### src/hdl/lcasr_pkg.sv
// shared constants and types for the load cell adc serial reader
`default_nettype none

package lcasr_pkg;

  // converter and read limits
  localparam int unsigned NumSensors = 2;
  localparam int unsigned DataBits   = 24;
  localparam int unsigned PollLimit  = 100;

  // field widths
  localparam int unsigned IntervalW = 32;
  localparam int unsigned CountW    = 16;
  localparam int unsigned PulseW    = 5;
  localparam int unsigned TriesW    = 7;
  localparam int unsigned SensW     = 2;
  localparam int unsigned CfgIdxW   = 3;
  localparam int unsigned CfgDataW  = 32;

  // stream beat widths, padded to whole bytes
  localparam int unsigned InDataW  = 8;
  localparam int unsigned OutDataW = 72;

  // configuration register indexes
  localparam logic [CfgIdxW-1:0] CfgSampleInterval = 3'd0;
  localparam logic [CfgIdxW-1:0] CfgSampleTotal    = 3'd1;
  localparam logic [CfgIdxW-1:0] CfgPulseCount     = 3'd2;
  localparam logic [CfgIdxW-1:0] CfgHalfPeriod     = 3'd3;
  localparam logic [CfgIdxW-1:0] CfgPollSpacing    = 3'd4;
  localparam logic [CfgIdxW-1:0] CfgSensorCount    = 3'd5;

  // configuration reset values
  localparam logic [IntervalW-1:0] IntervalReset = 32'd100000000;
  localparam logic [CountW-1:0]    TotalReset    = 16'd0;
  localparam logic [PulseW-1:0]    PulseReset    = 5'd25;
  localparam logic [CountW-1:0]    HalfReset     = 16'd10;
  localparam logic [CountW-1:0]    PollReset     = 16'd10;
  localparam logic [SensW-1:0]     SensReset     = 2'd2;

  // sequencer phase codes
  localparam logic [1:0] PhIdle = 2'd0;
  localparam logic [1:0] PhWait = 2'd1;
  localparam logic [1:0] PhHigh = 2'd2;
  localparam logic [1:0] PhLow  = 2'd3;

  // one input beat
  typedef struct packed {
    logic [1:0] dout_bits;
    logic       stop;
    logic       start_req;
  } in_item_t;

  // one result beat
  typedef struct packed {
    logic [CountW-1:0]   sample_number;
    logic [DataBits-1:0] value_b;
    logic [DataBits-1:0] value_a;
    logic                timed_out;
    logic                sample_done;
    logic                sck;
  } out_item_t;

endpackage : lcasr_pkg

`default_nettype wire

### src/hdl/load_cell_adc_serial_reader.sv
// serial reader for up to two load cell converters sharing one serial clock
//
// Every input beat is one sequencer tick carrying start, stop and the sampled
// data pin levels; every accepted beat yields exactly one result beat with the
// serial clock level, a done strobe, a timeout flag, both readings and the
// count of reads finished since start.
// An input beat is captured in an input register; the tick is then evaluated
// in one pass and the result lands in an output register, from which it is
// offered to the receiver. One beat is accepted every cycle while the output
// side takes results.
// If the receiver stalls, the pending result holds, the input register fills
// and s_axis_tready drops until the result is taken; nothing is lost.
// Configuration writes are always ready and take effect at the next tick.
// Reset clears the sequencer, timers and counters and loads the register
// defaults (interval 100000000, total 0, 25 pulses, half period 10,
// poll spacing 10, two sensors).
`default_nettype none

module load_cell_adc_serial_reader (
  input  wire logic                           clk_i,
  input  wire logic                           rst_ni,
  // configuration write channel
  input  wire logic                           cfg_valid_i,
  output logic                                cfg_ready_o,
  input  wire logic [lcasr_pkg::CfgIdxW-1:0]  cfg_index_i,
  input  wire logic [lcasr_pkg::CfgDataW-1:0] cfg_data_i,
  // tick input stream
  input  wire logic                           s_axis_tvalid,
  output logic                                s_axis_tready,
  // tdata: start_req, stop, dout_bits[1:0], zero pad
  input  wire logic [lcasr_pkg::InDataW-1:0]  s_axis_tdata,
  // result stream
  output logic                                m_axis_tvalid,
  input  wire logic                           m_axis_tready,
  // tdata: sck, sample_done, timed_out, value_a[23:0], value_b[23:0],
  //        sample_number[15:0], zero pad
  output logic [lcasr_pkg::OutDataW-1:0]      m_axis_tdata
);

  localparam int unsigned DW = lcasr_pkg::DataBits;
  localparam int unsigned CW = lcasr_pkg::CountW;
  localparam int unsigned IW = lcasr_pkg::IntervalW;
  localparam int unsigned PW = lcasr_pkg::PulseW;
  localparam int unsigned TW = lcasr_pkg::TriesW;
  localparam int unsigned OutItemW = $bits(lcasr_pkg::out_item_t);

  // configuration registers
  logic [IW-1:0]                 interval_q;
  logic [CW-1:0]                 total_q;
  logic [PW-1:0]                 pulses_q;
  logic [CW-1:0]                 half_q;
  logic [CW-1:0]                 poll_q;
  logic [lcasr_pkg::SensW-1:0]   sens_q;

  // pipeline registers
  logic                          in_valid_q;
  lcasr_pkg::in_item_t           in_item_q;
  logic                          out_valid_q;
  lcasr_pkg::out_item_t          out_item_q, out_item_d;
  logic                          advance;

  // sequencer state
  logic [1:0]    phase_q, phase_d;
  logic [IW-1:0] itimer_q, itimer_d;
  logic [CW-1:0] left_q, left_d;
  logic          pend_q, pend_d;
  logic [PW-1:0] pidx_q, pidx_d;
  logic [CW-1:0] tick_q, tick_d;
  logic [TW-1:0] tries_q, tries_d;
  logic [DW-1:0] sh0_q, sh0_d, sh1_q, sh1_d;
  logic [CW-1:0] taken_q, taken_d;
  logic          clk_lvl_q, clk_lvl_d;

  // derived configuration
  logic          two_sensors;
  logic [1:0]    en_mask;
  logic [IW-1:0] interval_eff;
  logic [CW-1:0] half_reload, poll_reload;
  logic          done, tmo;

  assign cfg_ready_o = 1'b1;

  // zero counts as one sensor, three is cut to two
  assign two_sensors  = (sens_q >= 2'd2);
  assign en_mask      = two_sensors ? 2'b11 : 2'b01;
  assign interval_eff = (interval_q == '0) ? {{(IW-1){1'b0}}, 1'b1} : interval_q;
  assign half_reload  = (half_q == '0) ? '0 : half_q - 1'b1;
  assign poll_reload  = (poll_q == '0) ? '0 : poll_q - 1'b1;

  // handshake: input stage moves on when the output slot is free or draining
  assign advance       = in_valid_q && (!out_valid_q || m_axis_tready);
  assign s_axis_tready = !in_valid_q || advance;
  assign m_axis_tvalid = out_valid_q;
  assign m_axis_tdata  = {{(lcasr_pkg::OutDataW-OutItemW){1'b0}}, out_item_q};

  // one tick of the sequencer
  always_comb begin
    phase_d   = phase_q;
    itimer_d  = itimer_q;
    left_d    = left_q;
    pend_d    = pend_q;
    pidx_d    = pidx_q;
    tick_d    = tick_q;
    tries_d   = tries_q;
    sh0_d     = sh0_q;
    sh1_d     = sh1_q;
    taken_d   = taken_q;
    clk_lvl_d = clk_lvl_q;
    done      = 1'b0;
    tmo       = 1'b0;

    // interval timer and sample counting
    if (in_item_q.stop) begin
      left_d    = '0;
      pend_d    = 1'b0;
      itimer_d  = '0;
      phase_d   = lcasr_pkg::PhIdle;
      clk_lvl_d = 1'b0;
    end else if (in_item_q.start_req) begin
      itimer_d  = interval_eff;
      left_d    = total_q;
      taken_d   = '0;
      pend_d    = 1'b0;
      phase_d   = lcasr_pkg::PhIdle;
      clk_lvl_d = 1'b0;
    end else if (left_q != '0) begin
      if (itimer_q <= {{(IW-1){1'b0}}, 1'b1}) begin
        pend_d   = 1'b1;
        left_d   = left_q - 1'b1;
        itimer_d = (left_d != '0) ? interval_eff : '0;
      end else begin
        itimer_d = itimer_q - 1'b1;
      end
    end

    // read sequencer
    case (phase_d)
      lcasr_pkg::PhIdle: begin
        if (pend_d) begin
          pend_d    = 1'b0;
          sh0_d     = '0;
          sh1_d     = '0;
          tries_d   = '0;
          tick_d    = '0;
          pidx_d    = '0;
          clk_lvl_d = 1'b0;
          phase_d   = lcasr_pkg::PhWait;
        end
      end
      lcasr_pkg::PhWait: begin
        if (tick_d != '0) begin
          tick_d = tick_d - 1'b1;
        end else if ((in_item_q.dout_bits & en_mask) == 2'b00) begin
          if (pulses_q == '0) begin
            done = 1'b1;
          end else begin
            clk_lvl_d = 1'b1;
            pidx_d    = '0;
            tick_d    = half_reload;
            phase_d   = lcasr_pkg::PhHigh;
          end
        end else if (tries_d >= TW'(lcasr_pkg::PollLimit)) begin
          done = 1'b1;
          tmo  = 1'b1;
        end else begin
          tries_d = tries_d + 1'b1;
          tick_d  = poll_reload;
        end
      end
      lcasr_pkg::PhHigh: begin
        if (tick_d != '0) begin
          tick_d = tick_d - 1'b1;
        end else begin
          clk_lvl_d = 1'b0;
          tick_d    = half_reload;
          phase_d   = lcasr_pkg::PhLow;
        end
      end
      default: begin
        if (tick_d != '0) begin
          tick_d = tick_d - 1'b1;
        end else begin
          // sample the data pins at the end of the low half
          if (pidx_d < PW'(DW)) begin
            sh0_d = {sh0_d[DW-2:0], in_item_q.dout_bits[0]};
            if (two_sensors) begin
              sh1_d = {sh1_d[DW-2:0], in_item_q.dout_bits[1]};
            end
          end
          pidx_d = pidx_d + 1'b1;
          if (pidx_d >= pulses_q) begin
            done = 1'b1;
          end else begin
            clk_lvl_d = 1'b1;
            tick_d    = half_reload;
            phase_d   = lcasr_pkg::PhHigh;
          end
        end
      end
    endcase

    // finish the read: unless it timed out, flip the sign bit to offset binary
    if (done) begin
      if (!tmo) begin
        sh0_d[DW-1] = ~sh0_d[DW-1];
        if (two_sensors) begin
          sh1_d[DW-1] = ~sh1_d[DW-1];
        end
      end
      taken_d   = taken_d + 1'b1;
      phase_d   = lcasr_pkg::PhIdle;
      clk_lvl_d = 1'b0;
    end

    out_item_d.sck           = clk_lvl_d;
    out_item_d.sample_done   = done;
    out_item_d.timed_out     = tmo;
    out_item_d.value_a       = done ? sh0_d : '0;
    out_item_d.value_b       = done ? sh1_d : '0;
    out_item_d.sample_number = taken_d;
  end

  // configuration register writes
  always_ff @(posedge clk_i or negedge rst_ni) begin
    if (!rst_ni) begin
      interval_q <= lcasr_pkg::IntervalReset;
      total_q    <= lcasr_pkg::TotalReset;
      pulses_q   <= lcasr_pkg::PulseReset;
      half_q     <= lcasr_pkg::HalfReset;
      poll_q     <= lcasr_pkg::PollReset;
      sens_q     <= lcasr_pkg::SensReset;
    end else if (cfg_valid_i) begin
      case (cfg_index_i)
        lcasr_pkg::CfgSampleInterval: interval_q <= cfg_data_i;
        lcasr_pkg::CfgSampleTotal:    total_q    <= cfg_data_i[CW-1:0];
        lcasr_pkg::CfgPulseCount:     pulses_q   <= cfg_data_i[PW-1:0];
        lcasr_pkg::CfgHalfPeriod:     half_q     <= cfg_data_i[CW-1:0];
        lcasr_pkg::CfgPollSpacing:    poll_q     <= cfg_data_i[CW-1:0];
        lcasr_pkg::CfgSensorCount:    sens_q     <= cfg_data_i[lcasr_pkg::SensW-1:0];
        default: ;
      endcase
    end
  end

  // input register valid
  always_ff @(posedge clk_i or negedge rst_ni) begin
    if (!rst_ni) begin
      in_valid_q <= 1'b0;
    end else if (s_axis_tready) begin
      in_valid_q <= s_axis_tvalid;
    end
  end

  // input register payload
  always_ff @(posedge clk_i) begin
    if (s_axis_tvalid && s_axis_tready) begin
      in_item_q <= s_axis_tdata[$bits(lcasr_pkg::in_item_t)-1:0];
    end
  end

  // output register valid
  always_ff @(posedge clk_i or negedge rst_ni) begin
    if (!rst_ni) begin
      out_valid_q <= 1'b0;
    end else if (advance) begin
      out_valid_q <= 1'b1;
    end else if (m_axis_tready) begin
      out_valid_q <= 1'b0;
    end
  end

  // output register payload
  always_ff @(posedge clk_i) begin
    if (advance) begin
      out_item_q <= out_item_d;
    end
  end

  // sequencer state update
  always_ff @(posedge clk_i or negedge rst_ni) begin
    if (!rst_ni) begin
      phase_q   <= lcasr_pkg::PhIdle;
      itimer_q  <= '0;
      left_q    <= '0;
      pend_q    <= 1'b0;
      pidx_q    <= '0;
      tick_q    <= '0;
      tries_q   <= '0;
      sh0_q     <= '0;
      sh1_q     <= '0;
      taken_q   <= '0;
      clk_lvl_q <= 1'b0;
    end else if (advance) begin
      phase_q   <= phase_d;
      itimer_q  <= itimer_d;
      left_q    <= left_d;
      pend_q    <= pend_d;
      pidx_q    <= pidx_d;
      tick_q    <= tick_d;
      tries_q   <= tries_d;
      sh0_q     <= sh0_d;
      sh1_q     <= sh1_d;
      taken_q   <= taken_d;
      clk_lvl_q <= clk_lvl_d;
    end
  end

endmodule : load_cell_adc_serial_reader

`default_nettype wire
### config.mk
export PLATFORM = sky130hd
export DESIGN_NAME = load_cell_adc_serial_reader
export DESIGN_NICKNAME = d
export VERILOG_FILES = /design/src/hdl/lcasr_pkg.sv /design/src/hdl/load_cell_adc_serial_reader.sv
export SDC_FILE = /design/constraint.sdc
export NUM_CORES = 1
export LEC_CHECK = 0
export BUFFER_PORTS_ARGS = -buffer_cell sky130_fd_sc_hd__buf_2
export CAP_MARGIN = 10
export CORE_ASPECT_RATIO = 0.8
export CORE_MARGIN = 1
export CORE_UTILIZATION = 61
export CTS_CLUSTER_DIAMETER = 100
export DETAILED_ROUTE_END_ITERATION = 8
export GPL_ROUTABILITY_DRIVEN = 1
export HOLD_SLACK_MARGIN = 0.08
export PLACE_DENSITY = 0.81
export SYNTH_ARGS = -nofsm -noshare
export SYNTH_HDL_FRONTEND = slang
export SYNTH_SLANG_ARGS = --single-unit
### constraint.sdc
create_clock -name clk_i -period 5 [get_ports clk_i]
set_input_delay 0 -clock clk_i [delete_from_list [all_inputs] [get_ports clk_i]]
set_output_delay 0 -clock clk_i [all_outputs]
set_load 0.1 [all_outputs]
[After elaboration in Yosys (flattened, before gate mapping)]
Index checks and enable logic that the tools add are counted.
W data, S select, Z words.
Storage, ports and cells
  register bits: 304
  bits of input ports: 48
  word-level logic and storage cells: 184
Cells by class
  add/sub/neg operators: 8
  $lt $le $gt $ge: 5
  equal/unequal tests: 17
  multiplexer cells: 89
  bitwise operators: 4
  reductions and logical operators: 33
Operators with widths (number)
  $mux W16: 17
  $mux W32: 6
  $mux W24: 7
  $pmux W24 S2: 2
  $sub A16 B1 Y16 const B: 4
  $pmux W16 S3: 1
  $reduce_bool A16 Y1: 3
  $le A32 B1 Y1 const B: 1
  $logic_not A16 Y1: 2
  $logic_not A32 Y1: 1
  $sub A32 B1 Y32 const B: 1
  $mux W1: 31
  $mux W7: 4
  $mux W5: 5
  $mux W2: 11
  $add A16 B1 Y16 const B: 1
  $pmux W5 S3: 1
  $pmux W7 S2: 1
  $reduce_and A2 Y1: 7
  $ne A2 B2 Y1 const B: 6
  $ne A4 B4 Y1 const B: 2
  $add A7 B1 Y7 const B: 1
  $ge A7 B7 Y1 const B: 1
  $reduce_and A7 Y1: 1
  28 further kinds: 39

[Logic depth before layout (Yosys ltp)]
Gate-level depths: netlist of run 1.
  depth in word-level cells: 11
  mapped depth: 14

[Worst setup path after synthesis of run 1]
OpenSTA, ideal clock, no wires.
  path kind: reg2reg
  start point: reg out_valid_q (netlist: m_axis_tvalid)
  end point: reg taken_q[9]
  library setup time: 137 ps
  data arrival time: 4046 ps
  required time: 4863 ps
  setup slack: 816 ps
  cell stages (with the launch flop): 9
  clock period less this slack: 4184 ps
  path through: dfrtp_1 -> nand2b_1 -> nand2_1 -> inv_1 -> clkbuf_1 -> clkbuf_1 -> o21ai_0 -> nand2_1 -> o21ai_0
On the way
  word-level cells in the longest chain between the ends: 3
Ends and longest elaborated chain
  from (decl): line load_cell_adc_serial_reader.sv:58  | logic out_valid_q;
  from (signal assigned): line load_cell_adc_serial_reader.sv:264  | out_valid_q <= 1'b0;
  from (signal assigned): line load_cell_adc_serial_reader.sv:266  | out_valid_q <= 1'b1;
  from (signal assigned): line load_cell_adc_serial_reader.sv:268  | out_valid_q <= 1'b0;
  $logic_not A1 Y1: line load_cell_adc_serial_reader.sv:91  | assign advance = in_valid_q && (!out_valid_q || m_axis_tready);
  $logic_or A1 B1 Y1: line load_cell_adc_serial_reader.sv:91
  $logic_and A1 B1 Y1: line load_cell_adc_serial_reader.sv:91
  named net advance: line load_cell_adc_serial_reader.sv:60  | logic advance;
  to (signal assigned): line load_cell_adc_serial_reader.sv:303  | taken_q <= taken_d;
  to (decl): line load_cell_adc_serial_reader.sv:71  | logic [CW-1:0] taken_q, taken_d;
The timed path passes the listed nets, and every way through them passes these cells.
A chain may end at the register's enable or synchronous reset.

[Worst setup path after layout of run 1]
  start point: reg in_item_q[1] in the netlist's numbering
  end point: reg sh1_q[23]
On the way
  word-level cells in the longest chain between the ends: 8
  elaborated cells on any way between the ends: 15
Ends and longest elaborated chain
  from (decl): line load_cell_adc_serial_reader.sv:57  | lcasr_pkg::in_item_t in_item_q;
  from (signal assigned): line load_cell_adc_serial_reader.sv:257  | in_item_q <= s_axis_tdata[$bits(lcasr_pkg::in_item_t)-1:0];
  $mux W2: line load_cell_adc_serial_reader.sv:113  | if (in_item_q.stop) begin
  $eq A2 B2 Y1 / $eq A2 B1 Y1 (equally long branches): line load_cell_adc_serial_reader.sv:137  | case (phase_d)
  $reduce_or A2 Y1 (no source line)
  $pmux W24 S2: line load_cell_adc_serial_reader.sv:137
  $not A1 Y1: line load_cell_adc_serial_reader.sv:207  | sh1_d[DW-1] = ~sh1_d[DW-1];
  $mux W1: line load_cell_adc_serial_reader.sv:206  | if (two_sensors) begin
  $mux W1: line load_cell_adc_serial_reader.sv:204  | if (!tmo) begin
  $mux W1 (*): line load_cell_adc_serial_reader.sv:203  | if (done) begin
  to (signal assigned): line load_cell_adc_serial_reader.sv:290  | sh1_q <= '0;
  to (signal assigned): line load_cell_adc_serial_reader.sv:302  | sh1_q <= sh1_d;
  to (decl): line load_cell_adc_serial_reader.sv:70  | logic [DW-1:0] sh0_q, sh0_d, sh1_q, sh1_d;
Every way passes the cells marked *; elsewhere a longest branch is shown, timed or not.

==> results.json, run 1 <==
{
  "outcome": "finished clean",
  "synth_flop_cell": "dfrtp_1",
  "intPower_mw": 4.69,
  "initial_core_util_pct": 63.1,
  "die_height_um": 151,
  "place_hpwl_um": 27400,
  "num_vias": 14300,
  "drt_wl_total_um": 43600,
  "drt_iter0_markers": 1518,
  "ys_seq_elements": 303,
  "grt_pass1_wl_um": 71200,
  "timing.max_cap.violations": 0,
  "finalNonFillerCells": 2181,
  "ys_async_sr_fraction_pct": 76.6,
  "required_ps": 5460,
  "syn-instance-count": 1700,
  "fill_cells": 1913,
  "ctsHtreeMaxLevel": 1,
  "start_kind": "flop",
  "path_cells": "nor2_1 -> buf_4 -> and2_1 -> inv_1 -> ha_1 -> or3b_1 -> a21o_1 -> a21o_2 -> buf_4 -> o211ai_1 -> o221ai_1 -> a221o_1",
  "hold_path.class": "primary input to async pin",
  "fin_crit_sh_pct": 77.2,
  "p_clk_share_pct": 33.0,
  "core_area_um2": 26700,
  "synth_edf_count": 71,
  "placed_cells": 2073,
  "ctsResizeCount": 0,
  "dr.pass1.iters": 5,
  "endpoint_kind": "flop",
  "path_clk_slew_ps": 70,
  "final_cell_mix": "dfrtp_1, nand2_1, mux2_2, o21ai_0, buf_2",
  "wl_per_cell_um": 20.0,
  "antenna_cells": 0,
  "syn-cell-area_um2": 16800,
  "maxSlewHeadroom_pct": 33.1,
  "seq_area_frac_synth_pct": 47.3,
  "rows": 53,
  "crit_slowest_cell": "edfxtp_1",
  "drv_slew": 0,
  "grt_max_degree": 123,
  "fin_nets": 1869,
  "seq_power_share_pct": 45.7,
  "powerDensity_nw_per_um2": 370,
  "root_buffer": "clkbuf_16",
  "synthDistinctLibCells": 87,
  "min_period_ps": 3860,
  "setup_tns_ps": 0,
  "worstPathArrival_ps": 4320,
  "dpl-instance-area_um2": 17600,
  "drc_errors": 0,
  "setup_viol": 0,
  "design_area_um2": 19100,
  "final_common_cell": "dfrtp_1",
  "cts_tree": "yes",
  "grt_util_all_layers_pct": 31.0,
  "cts_setup_buffers": 0,
  "multi_input_area_um2": 8280,
  "switching_share_pct": 33.6,
  "p_leak_nw": 7.63,
  "final_antenna_net_count": 0,
  "worstPathMaxFanout": 53,
  "crit_type": "flop to flop",
  "gr-total-overflow": 0,
  "max_freq_ghz": 0.259,
  "seq_area_um2": 7960,
  "port_buffers": 112,
  "worst-slew-pin-transition_ps": 1000,
  "first_global_vias": 13500,
  "yosysWarningCount": 0,
  "hold_viol": 0,
  "rsz0062_at_grt": "false",
  "comb_power_share_pct": 21.3,
  "layout-drive-gt1-share_pct": 20.6,
  "die_area_um2": 28300,
  "clk_latency_ps": 590,
  "cts_buffers": 31,
  "syn_to_final_growth_pct": 13.2,
  "vdd_drop_max_mv": 0.346,
  "cts_max_path_buffers": 3,
  "routabilityCongestion": 0.919,
  "crit_top_cell": "buf_4",
  "max_stage_delay_ps": 610,
  "syn_area_per_cell_um2": 9.90,
  "postCtsHoldBufs": 50,
  "antenna_found_initial": 0,
  "switchingPower_mw": 2.37,
  "clock_skew_ps": 15.5,
  "cts.sinks": 303,
  "die-width_um": 188,
  "ios": 123,
  "vias_per_cell": 6.54
}
## worst max-delay path, delay by kind of cell (launching register included)
family	cells	cell delay [ps]
AO/OA/AOI/OAI	5	1230
adder cells (fa/ha/maj)	1	350
buffers and inverters	3	700
flip-flops	1	610
AND/OR/NAND/NOR	3	830
## worst paths after layout
check,start,endpoint,slack [ps],cells past startpoint
max,in_item_q[1]$_DFFE_PP_,sh1_q[23]$_DFFE_PN0P_,1140,12
max reg2reg,in_item_q[1]$_DFFE_PP_,sh1_q[23]$_DFFE_PN0P_,1140,12
max in group asynchronous,rst_ni,sh0_q[9]$_DFFE_PN0P_,3580,3
min,rst_ni,tick_q[12]$_DFFE_PN0P_,30,2
min in group clk_i,s_axis_tdata[3],in_item_q[3]$_DFFE_PP_,150,2
min reg2reg,phase_q[1]$_DFFE_PN0P_,phase_q[1]$_DFFE_PN0P_,490,2
## per-layer routing
layer	track usage, %	share of wire (%)	up-vias
met4	9.47	2.6	0
met5	0	0	-
met2	51.1	47	662
li1	-	-	6526
met3	3.50	6.9	106
met1	43.4	43	6978
## per-stage QoR
stage	setup slack (ps)	total power, mW	util, %	hold slack [ps]
finish	1140	7.06	71.5	27.7
global route	1010	7.34	71.5	135
CTS	1210	7.03	71.5	120
detailed placement	1240	4.67	65.8	173
global placement	1390	4.61	65.8	170
floorplan	816	4.28	-	-296
## logic make-up (layout without fill, tap and decap cells)
group                      count (synthesis)  in the layout  synth area share, %
adders and majority gates                 22             22                 1.64
DFF                                      303            303                 47.3
buffers and inverters                    156            276                 3.92
AOI/OAI and AO/OA                        465            465                 18.6
xor gates and xnor gates                  51             51                 2.65
and+or+nand+nor                          569            569                 17.0
other                                      2              6               0.0446
muxes                                    132            132                 8.81
## state kept, by name, summed over array words and instances (netlist names)
register       count
taken_q           16
interval_q        32
pidx_q             5
itimer_q          32
tries_q            7
left_q            16
m_axis_tvalid      1
clk_lvl_q          1
tick_q            16
sh1_q             24
pulses_q           5
pend_q             1
half_q            16
sh0_q             24
m_axis_tdata      67
in_valid_q         1
total_q           16
in_item_q          4
sens_q             1
poll_q            16
phase_q            2
## cell type report
class                           instances  area share [%]
Timing Repair Buffer                  185            6.52
Multi-Input combinational cell       1245            43.4
Clock inverter                         20           0.925
Inverter                               33           0.656
Clock buffer                           38            4.37
Sequential cell                       303            41.8
Tap cell                              357            2.34
## power groups by stage
stage	Combinational, mW	Sequential [mW]	Clock, mW
2_1_floorplan	0.930	3.35	0
4_1_cts	1.48	3.20	2.34
6_report	1.50	3.23	2.33
5_1_grt	1.63	3.26	2.45
3_3_place_gp	1.39	3.22	0
3_5_place_dp	1.43	3.24	0
## cells in the mapped netlist (all sizes together), types with 21 or more instances
cell type,number,area share (%)
a21oi,108,3.2
a221o,23,1.4
a22o,51,2.7
a22oi,29,1.3
buf,41,1.3
clkbuf,82,1.8
dfrtp,212,32
edfxtp,71,13
ha,22,1.6
inv,32,0.71
mux2,129,8.6
nand2,182,4.1
nand3,85,2.6
nor2,100,2.2
nor3,44,1.3
nor4,45,2.1
o21ai,130,3.9
xnor2,30,1.6
xor2,21,1.1
(Power assumes the default switching activity.)
==> run 2: changes to the inputs <==
Clock period 5 ns to 3.7 ns, I/O delays scaled along.
==> results.json, run 2 (synthesized netlist as in run 1, its figures left out) <==
{
  "ctsResizeCount": 0,
  "fin_crit_sh_pct": 93.3,
  "path_clk_slew_ps": 70,
  "rsz0062_at_grt": "false",
  "die_area_um2": 28300,
  "clk_latency_ps": 570,
  "cts_tree": "yes",
  "drt_iter0_markers": 1560,
  "endpoint_kind": "flop",
  "fin_nets": 1885,
  "drt_wl_total_um": 43600,
  "drv_slew": 0,
  "worst-path-buf-inv": 1,
  "wl_per_cell_um": 19.9,
  "cts_buffers": 31,
  "ff2ff_path_depth": 10,
  "path_cells": "nor2_1 -> and2_1 -> ha_1 -> or3b_1 -> a21o_1 -> a21o_2 -> inv_1 -> nand4_1 -> or3_1 -> o21ai_0",
  "grt_max_degree": 102,
  "num_vias": 14400,
  "finalNonFillerCells": 2196,
  "vdd_drop_max_mv": 0.357,
  "initial_core_util_pct": 63.1,
  "crit_start": "in_item_q[0]$_DFFE_PP_",
  "place_hpwl_um": 27700,
  "port_buffers": 112,
  "path_delay_family": "simple AND/OR/NAND/NOR gates",
  "powerDensity_nw_per_um2": 495,
  "clock_skew_ps": 14.0,
  "setup_viol": 0,
  "antenna_found_initial": 0,
  "final_cell_mix": "dfrtp_1, nand2_1, mux2_2, o21ai_0, buf_2",
  "rr_endpoint": "taken_q[7]$_DFFE_PN0P_",
  "die-width_um": 188,
  "antenna_cells": 0,
  "rows": 53,
  "design_area_um2": 19200,
  "setup_tns_ps": 0,
  "hold_path.class": "primary input to async pin",
  "crit_slowest_cell": "or3b_1",
  "max_stage_delay_ps": 450,
  "grt_pass1_wl_um": 71400,
  "placed_cells": 2090,
  "crit_type": "flop to flop",
  "required_ps": 4180,
  "start_kind": "flop",
  "core_area_um2": 26700,
  "first_global_vias": 13700,
  "outcome": "finished clean",
  "worst-slew-pin-transition_ps": 930,
  "routabilityCongestion": 0.892,
  "min_period_ps": 3450,
  "r2r_slack_ps": 250,
  "cts_max_path_buffers": 3,
  "maxSlewHeadroom_pct": 38.0,
  "grt_util_all_layers_pct": 31.1,
  "syn_to_final_growth_pct": 14.2,
  "final_common_cell": "dfrtp_1",
  "root_buffer": "clkbuf_16",
  "max_freq_ghz": 0.290,
  "ios": 123,
  "timing.hold.ws_ps": 62.6,
  "dr.pass1.iters": 6,
  "drc_errors": 0,
  "largest_reg_flops": 67,
  "worstPathMaxFanout": 15,
  "timing.max_cap.violations": 0,
  "gr-total-overflow": 0,
  "vias_per_cell": 6.57,
  "hold_viol": 0,
  "final_antenna_net_count": 0,
  "die_height_um": 151,
  "ctsHtreeMaxLevel": 1,
  "cts.sinks": 303,
  "worstPathArrival_ps": 3930,
  "p_leak_nw": 7.73,
  "r2r-start": "in_item_q[0]$_DFFE_PP_",
  "dpl-instance-area_um2": 17700,
  "layout-drive-gt1-share_pct": 21.9
}
==> run 2: area by class of cell <==
cell class | count | area [um2]
Multi-Input combinational cell | 1245 | 8280
Sequential cell | 303 | 7960
Timing Repair Buffer | 201 | 1400
Tap cell | 357 | 447
Fill cell | 1897 | 7440
Clock buffer | 35 | 853
Inverter | 33 | 125
Clock inverter | 22 | 154
==> run 2: worst max path at each step <==
stage	end	depth (start not counted)
floorplan	taken_q[15]$_DFFE_PN0P_	11
global placement	taken_q[7]$_DFFE_PN0P_	10
detailed placement	taken_q[7]$_DFFE_PN0P_	10
CTS	taken_q[7]$_DFFE_PN0P_	10
global route	tries_q[3]$_DFFE_PN0P_	7
finish	taken_q[7]$_DFFE_PN0P_	10
==> run 2: what timing repair did <==
action,4_1_cts,5_1_grt
hold endpoints to repair,195,0
buffers inserted,0,0
hold buffers,48,0
endpoints found under the setup margin,0,0
==> run 2: per-stage QoR <==
stage / power [mW] / worst slack (ps) / utilization (%)
floorplan: 5.78 / 487 / -
global placement: 6.25 / 474 / 66.4
detailed placement: 6.34 / 389 / 66.4
CTS: 9.46 / 322 / 72.0
global route: 9.88 / 117 / 72.1
finish: 9.51 / 247 / 72.1
==> run 2: report_power, final <==
group          internal (mW)  switching [mW]
registers               3.86           0.496
clock network           1.68            1.42
logic                  0.732            1.32
==> run 2: layer usage <==
layer | GRT usage (%) | vias up | routed length, um
met5 | 0 | - | 0
met4 | 12.5 | 0 | 1680
met3 | 4.27 | 128 | 3370
met2 | 48.9 | 689 | 20200
met1 | 44.0 | 7064 | 18400
li1 | - | 6557 | -
==> run 2: worst register-to-register path, stage by stage (launching register included) <==
cell,delay (ps)
edfxtp_1,400
nor2_1,390
and2_1,280
ha_1,190
or3b_1,450
a21o_1,290
a21o_2,360
inv_1,330
nand4_1,210
or3_1,380
o21ai_0,90
